`src/sv/ssz_pkg.sv`:
```
// ----------------------------------------------------------------------------
// ssz_pkg
// Shared types and constants for the square splat z-buffer rasteriser.
// ----------------------------------------------------------------------------
package ssz_pkg;

  // Command modes carried by an input beat
  localparam logic [1:0] MODE_DRAW  = 2'd0;
  localparam logic [1:0] MODE_READ  = 2'd1;
  localparam logic [1:0] MODE_CLEAR = 2'd2;

  // Configuration register indexes
  localparam logic [2:0] CFG_LIGHT_X = 3'd0;
  localparam logic [2:0] CFG_LIGHT_Y = 3'd1;
  localparam logic [2:0] CFG_LIGHT_Z = 3'd2;
  localparam logic [2:0] CFG_FRAME_W = 3'd3;
  localparam logic [2:0] CFG_FRAME_H = 3'd4;
  localparam logic [2:0] CFG_FLIP_Y  = 3'd5;

  // Lighting and colour scale factors
  localparam logic [17:0] AMBIENT_Q16 = 18'd3277;
  localparam int          DIFFUSE_Q16 = 55706;
  localparam int          CHAN_SCALE  = 65533;
  localparam int          GREY_SCALE  = 15099494;

  // Index of the last colour channel (blue)
  localparam logic [1:0] CH_LAST = 2'd2;

  // Datapath operations
  typedef enum logic [4:0] {
    OP_NONE,
    OP_LOAD,
    OP_CLR,
    OP_SPAN,
    OP_DOT_X,
    OP_DOT_Y,
    OP_DOT_Z,
    OP_DOT_SUM,
    OP_DIFF,
    OP_LIGHT,
    OP_CH_MUL,
    OP_CH_SCALE,
    OP_CH_SAT,
    OP_GREY_MUL,
    OP_GREY_SAT,
    OP_PIX_RD,
    OP_PIX_WR,
    OP_RD_ISSUE,
    OP_RES_ZERO,
    OP_RES_REJ,
    OP_RES_CNT,
    OP_RES_RD
  } dp_op_e;

  typedef struct packed {
    dp_op_e     op;
    logic [1:0] ch;
  } dp_cmd_t;

  typedef struct packed {
    logic rej;
    logic has_color;
    logic pix_last;
    logic clr_last;
  } dp_sts_t;

endpackage

```
`src/sv/ssz_ctrl.sv`:
```
// ----------------------------------------------------------------------------
// ssz_ctrl
// Sequencer: steps the datapath through clear, draw and read commands and
// owns the result beat valid.
// ----------------------------------------------------------------------------
module ssz_ctrl (
  input  logic             clk_i,
  input  logic             rst_ni,
  input  logic             in_valid_i,
  output logic             in_stall_o,
  input  logic [1:0]       mode_i,
  output logic             out_valid_o,
  input  logic             out_stall_i,
  output ssz_pkg::dp_cmd_t cmd_o,
  input  ssz_pkg::dp_sts_t sts_i
);
  import ssz_pkg::*;

  typedef enum logic [4:0] {
    ST_CLR,
    ST_IDLE,
    ST_SPAN,
    ST_DOT_X,
    ST_DOT_Y,
    ST_DOT_Z,
    ST_DOT_SUM,
    ST_DIFF,
    ST_LIGHT,
    ST_CH_MUL,
    ST_CH_SCALE,
    ST_CH_SAT,
    ST_GREY_MUL,
    ST_GREY_SAT,
    ST_PIX_RD,
    ST_PIX_WR,
    ST_RD,
    ST_FIN
  } state_e;

  state_e     state_q;
  logic       out_valid_q;
  logic [1:0] ch_q;
  logic       clr_cmd_q;
  dp_op_e     fin_op_q;
  logic       fin_go;

  // Result register free, or emptied at this edge
  assign fin_go      = !out_valid_q || !out_stall_i;
  assign in_stall_o  = (state_q != ST_IDLE);
  assign out_valid_o = out_valid_q;

  // Decode state into a datapath command
  always_comb begin
    cmd_o.ch = ch_q;
    unique case (state_q)
      ST_CLR:      cmd_o.op = OP_CLR;
      ST_IDLE:     cmd_o.op = in_valid_i ? OP_LOAD : OP_NONE;
      ST_SPAN:     cmd_o.op = OP_SPAN;
      ST_DOT_X:    cmd_o.op = OP_DOT_X;
      ST_DOT_Y:    cmd_o.op = OP_DOT_Y;
      ST_DOT_Z:    cmd_o.op = OP_DOT_Z;
      ST_DOT_SUM:  cmd_o.op = OP_DOT_SUM;
      ST_DIFF:     cmd_o.op = OP_DIFF;
      ST_LIGHT:    cmd_o.op = OP_LIGHT;
      ST_CH_MUL:   cmd_o.op = OP_CH_MUL;
      ST_CH_SCALE: cmd_o.op = OP_CH_SCALE;
      ST_CH_SAT:   cmd_o.op = OP_CH_SAT;
      ST_GREY_MUL: cmd_o.op = OP_GREY_MUL;
      ST_GREY_SAT: cmd_o.op = OP_GREY_SAT;
      ST_PIX_RD:   cmd_o.op = OP_PIX_RD;
      ST_PIX_WR:   cmd_o.op = OP_PIX_WR;
      ST_RD:       cmd_o.op = OP_RD_ISSUE;
      ST_FIN:      cmd_o.op = fin_go ? fin_op_q : OP_NONE;
      default:     cmd_o.op = OP_NONE;
    endcase
  end

  // Hold state and registered outputs
  always_ff @(posedge clk_i or negedge rst_ni) begin
    if (!rst_ni) begin
      state_q     <= ST_CLR;
      out_valid_q <= 1'b0;
      ch_q        <= 2'd0;
      clr_cmd_q   <= 1'b0;
      fin_op_q    <= OP_RES_ZERO;
    end else begin
      if (out_valid_q && !out_stall_i) begin
        out_valid_q <= 1'b0;
      end
      unique case (state_q)
        ST_CLR: begin
          if (sts_i.clr_last) begin
            clr_cmd_q <= 1'b0;
            fin_op_q  <= OP_RES_ZERO;
            state_q   <= clr_cmd_q ? ST_FIN : ST_IDLE;
          end
        end
        ST_IDLE: begin
          if (in_valid_i) begin
            unique case (mode_i)
              MODE_DRAW:  state_q <= ST_SPAN;
              MODE_READ:  state_q <= ST_RD;
              MODE_CLEAR: begin
                clr_cmd_q <= 1'b1;
                state_q   <= ST_CLR;
              end
              default: begin
                fin_op_q <= OP_RES_ZERO;
                state_q  <= ST_FIN;
              end
            endcase
          end
        end
        ST_SPAN:  state_q <= ST_DOT_X;
        ST_DOT_X: begin
          if (sts_i.rej) begin
            fin_op_q <= OP_RES_REJ;
            state_q  <= ST_FIN;
          end else begin
            state_q <= ST_DOT_Y;
          end
        end
        ST_DOT_Y:   state_q <= ST_DOT_Z;
        ST_DOT_Z:   state_q <= ST_DOT_SUM;
        ST_DOT_SUM: state_q <= ST_DIFF;
        ST_DIFF:    state_q <= ST_LIGHT;
        ST_LIGHT: begin
          ch_q    <= 2'd0;
          state_q <= sts_i.has_color ? ST_CH_MUL : ST_GREY_MUL;
        end
        ST_CH_MUL:   state_q <= ST_CH_SCALE;
        ST_CH_SCALE: state_q <= ST_CH_SAT;
        ST_CH_SAT: begin
          if (ch_q == CH_LAST) begin
            state_q <= ST_PIX_RD;
          end else begin
            ch_q    <= ch_q + 2'd1;
            state_q <= ST_CH_MUL;
          end
        end
        ST_GREY_MUL: state_q <= ST_GREY_SAT;
        ST_GREY_SAT: state_q <= ST_PIX_RD;
        ST_PIX_RD:   state_q <= ST_PIX_WR;
        ST_PIX_WR: begin
          if (sts_i.pix_last) begin
            fin_op_q <= OP_RES_CNT;
            state_q  <= ST_FIN;
          end else begin
            state_q <= ST_PIX_RD;
          end
        end
        ST_RD: begin
          fin_op_q <= OP_RES_RD;
          state_q  <= ST_FIN;
        end
        ST_FIN: begin
          if (fin_go) begin
            out_valid_q <= 1'b1;
            state_q     <= ST_IDLE;
          end
        end
        default: state_q <= ST_IDLE;
      endcase
    end
  end

  // The last pixel of a span always ends the draw
  a_pix_end: assert property (@(posedge clk_i) disable iff (!rst_ni)
    state_q == ST_PIX_WR && sts_i.pix_last |=> state_q == ST_FIN)
    else $error("draw did not finish after last pixel");

  // Finishing raises the result beat
  a_fin_valid: assert property (@(posedge clk_i) disable iff (!rst_ni)
    state_q == ST_FIN && fin_go |=> out_valid_q)
    else $error("result beat not raised on finish");

  // No result is lost: finishing waits while an old beat is stalled
  a_no_overwrite: assert property (@(posedge clk_i) disable iff (!rst_ni)
    out_valid_q && out_stall_i && state_q == ST_FIN |=> state_q == ST_FIN)
    else $error("result overwritten while stalled");

  // A clear pass never accepts an input beat
  a_clr_stall: assert property (@(posedge clk_i) disable iff (!rst_ni)
    state_q == ST_CLR |-> in_stall_o)
    else $error("input accepted during clear pass");

endmodule

```
`config.mk`:
```
export PLATFORM = sky130hd
export DESIGN_NAME = ssz_ctrl
export DESIGN_NICKNAME = d
export VERILOG_FILES = /design/src/sv/ssz_pkg.sv /design/src/sv/ssz_ctrl.sv
export SDC_FILE = /design/constraint.sdc
export NUM_CORES = 1
export LEC_CHECK = 0
export ABC_AREA = 1
export BUFFER_PORTS_ARGS = -buffer_cell sky130_fd_sc_hd__buf_4
export CORE_ASPECT_RATIO = 1.5
export CORE_UTILIZATION = 29
export DETAILED_ROUTE_END_ITERATION = 6
export SLEW_MARGIN = 10
export SYNTH_ARGS = -nofsm -noshare
export SYNTH_HDL_FRONTEND = slang
export SYNTH_SLANG_ARGS = --single-unit
```
`constraint.sdc`:
```
create_clock -name clk_i -period 1.7 [get_ports clk_i]
set_input_delay 0.17 -clock clk_i [delete_from_list [all_inputs] [get_ports clk_i]]
set_output_delay 0.17 -clock clk_i [all_outputs]
set_load 0.05 [all_outputs]
```
==> reports/qor.csv <==
stage,metric,value,unit
clock_tree,clock sinks,12,
detailed_routing,wire per inst,13.8,µm
cells_and_area,share of cells above drive strength 1,49.1,%
power,Clock power frac,9.3,%
synth,post-synthesis net count,169,
worst_setup_path,Worst Path Arrival,1610,ps
synth,synthesized flop and latch total,12,
sta,fin. max-slew vios,0,
worst_setup_path,Crit-path slowest cell,dfrtp_2,
power,Cell Int Power,1.70,mW
floorplanning,Initial Utilization,30.0,%
clock_tree,CTS tree,yes,
detailed_routing,Total Wirelength,3530,µm
grt,GR Util All Layers,20.3,%
power,Gate power share,76.0,%
cells_and_area,Syn-to-layout area delta,69.3,%
floorplanning,core area,0.00338,mm²
outcome,status,"complete, but fails checks",
cells_and_area,multi-input logic area,741,µm²
synth,library cells used by synthesis,24,
power,switch share,51.1,%
outcome,failing checks,negative setup slack,
sta,worst setup margin,-84.9,ps
worst_setup_path,kind of critical path,flop to output pin,
clock_tree,H-tree depth,1,
worst_setup_path,Critical Path RT,1530,ps
sta,crit share post-route,105,%
grt,first-pass GRT wire length,5570,µm
worst_setup_path,"most used cell, CP",nor2_4,
sta,RSZ-0062 raised after global routing,true,
placed_design,Port Buffers,18,
placed_design,RePlAce Congestion,0.935,
worst_setup_path,"slowest stage delay, CP",460,ps
min_path,Hold WC Path Type,primary input to flop,
floorplanning,die area,0.00375,mm²
synth,Yosys warnings,0,
sta,Period minus WS final,1780,ps
worst_setup_path,Startpoint Class,flop,
placed_design,DPL Wire Length,2560,µm
sta,Max Clk Rate,560,MHz
sta,Hold WS,160,ps
detailed_routing,via count,1252,
clock_tree,Clock Latency Late Sink,240,ps
cells_and_area,diode count,0,
floorplanning,FP Rows,26,
worst_setup_path,CP endpoint kind,output pin,
job,max-cap violation count,0,
worst_setup_path,worst-path cell chain,nor2_4 > inv_4 > buf_12 > nor2_4 > a31oi_1 > nand4_1 > buf_6,
sta,Finish-stage setup viols,5,
clock_tree,clock-pin slew on the worst setup and hold paths,60,ps
cells_and_area,# fillers,338,
synth,sequential area share after synthesis,29.7,%
detailed_routing,1st-iter DRT viols,34,
sta,Slew @ Worst Pin,238,ps
cells_and_area,fin util,50.9,%
cells_and_area,register area,307,µm²
power,Peak VDD IR,0.00144,V
synth,Post-Syn Instances,158,
sta,final hold vios,0,
detailed_routing,Final ANT Viol Nets,0,
synth,syn avg cell area,6.43,µm²
floorplanning,Die X,50.3,µm
cells_and_area,most frequent cells in the layout,"38 x buf_4, 34 x nand2_1, 20 x inv_1, 15 x nor2_1, 13 x buf_6",
placed_design,"worst slack, placed",35.3,ps
synth,post-synthesis cell area,0.00102,mm²
floorplanning,die height,74.5,µm
cells_and_area,fin nets,226,
clock_tree,CTS root buffer,clkbuf_8,
grt,vias in the first global route,1226,
floorplanning,I/O Pins,19,
detailed_routing,drt drc,0,
grt,grt ovf,0,
detailed_routing,first drt pass iteration count,4,
sta,max-slew headroom at the worst pin,84.0,%
power,Reg power frac,14.6,%
sta,clock skew,2.29,ps
power,Static Leak,0.899,nW
cells_and_area,"commonest non-fill, non-tap cell in the layout",buf_4,
power,Power Dens Cells,2020,mW/mm²
clock_tree,CTS Buf Count,3,
detailed_routing,drt via density,4.89,
power,sw power,1.78,mW
clock_tree,Clock Path Buffers,2,
worst_setup_path,largest fanout on the critical path,5,
grt,largest net degree at the start of global routing,13,
grt,initial antenna violation count,0,
routing by layer:
layer  vias to the layer above  track usage, %  share of wire, %
met1                       584            20.5                37
met2                        32            37.6                55
met4                         0            17.3               6.3
li1                        619               -                 -
met5                         -               0                 0
met3                        17            1.23               2.0
what timing repair did:
item                                    in CTS  in global routing
gates resized for setup                     35                 23
pin swaps                                   18                 18
hold buffers                                 1                  0
hold endpoints to repair                    12                  0
setup buffers                               19                  5
cloned                                       0                  0
endpoints found under the setup margin       5                 11
cell type report:
type / count / share of cell area, %
flip-flops and latches: 12 / 17.8
clock buffers: 4 / 3.20
multi-input cells: 118 / 43.1
inverters: 27 / 6.04
well taps: 42 / 3.05
repair buffers: 53 / 26.8
registers in the layout, indices dropped and copies added (netlist names):
register	flops
fin_op_q	3
out_valid_o	1
ch_q	2
clr_cmd_q	1
state_q	5
power groups by stage:
stage               logic (mW)  clock network [mW]  registers (mW)
floorplan                 1.31                   0           0.511
global placement          1.90                   0           0.482
detailed placement        1.89                   0           0.477
CTS                       2.31               0.328           0.502
global route              2.84               0.348           0.521
finish                    2.65               0.325           0.510
cells by family after synthesis:
logic type / after synthesis / share of synthesized area [%]
AND/OR/NAND/NOR: 100 / 48.4
multiplexers: 1 / 1.11
flip-flops: 12 / 29.7
adder cells (fa/ha/maj): 1 / 1.23
buffers and inverters: 28 / 11.1
AO/OA/AOI/OAI: 16 / 8.50
path summary, 6_finish.rpt:
path | startpoint | end | slack, ps | depth (start not counted)
setup / recovery | state_q[1] | cmd_o[3] | -80 | 7
hold / removal | out_stall_i | out_valid_o | 160 | 3
setup reg to reg | state_q[1] | state_q[1] | -30 | 11
hold reg to reg | fin_op_q[1] | fin_op_q[1] | 470 | 2
max in group asynchronous | rst_ni | fin_op_q[1] | 1150 | 2
min in group asynchronous | rst_ni | state_q[2] | 320 | 2
critical path, delay by kind of cell (launching register included):
kind                   cells  cell delay [ps]
buffers and inverters      3              390
AOI/OAI and AO/OA          1               70
and+or+nand+nor            3              450
DFF                        1              460
Yosys cell counts (all sizes together):
master	number	area, µm²
nand4	5	31.3
nand2	45	189
or2	2	15.0
o21ai	7	35.0
dfrtp	11	275
nor3b	1	7.51
nor3	2	10.0
ha	1	12.5
nor2	28	154
inv	27	101
dfstp	1	26.3
a21oi	6	30.0
buf	1	11.3
o211ai	2	15.0
nand3	17	85.1
a31oi	1	6.26
mux2	1	11.3
through the flow:
stage / power, mW / std cells / cell area (µm²) / setup TNS [ps]
finish: 3.48 / 256 / 1720 / -258
global route: 3.71 / 256 / 1720 / -757
floorplan: 1.83 / 158 / 1020 / 0
global placement: 2.39 / 227 / 1270 / -32.8
detailed placement: 2.37 / 227 / 1270 / 0
CTS: 3.14 / 251 / 1590 / -172
No activity file was read; power rests on OpenSTA's default activity.
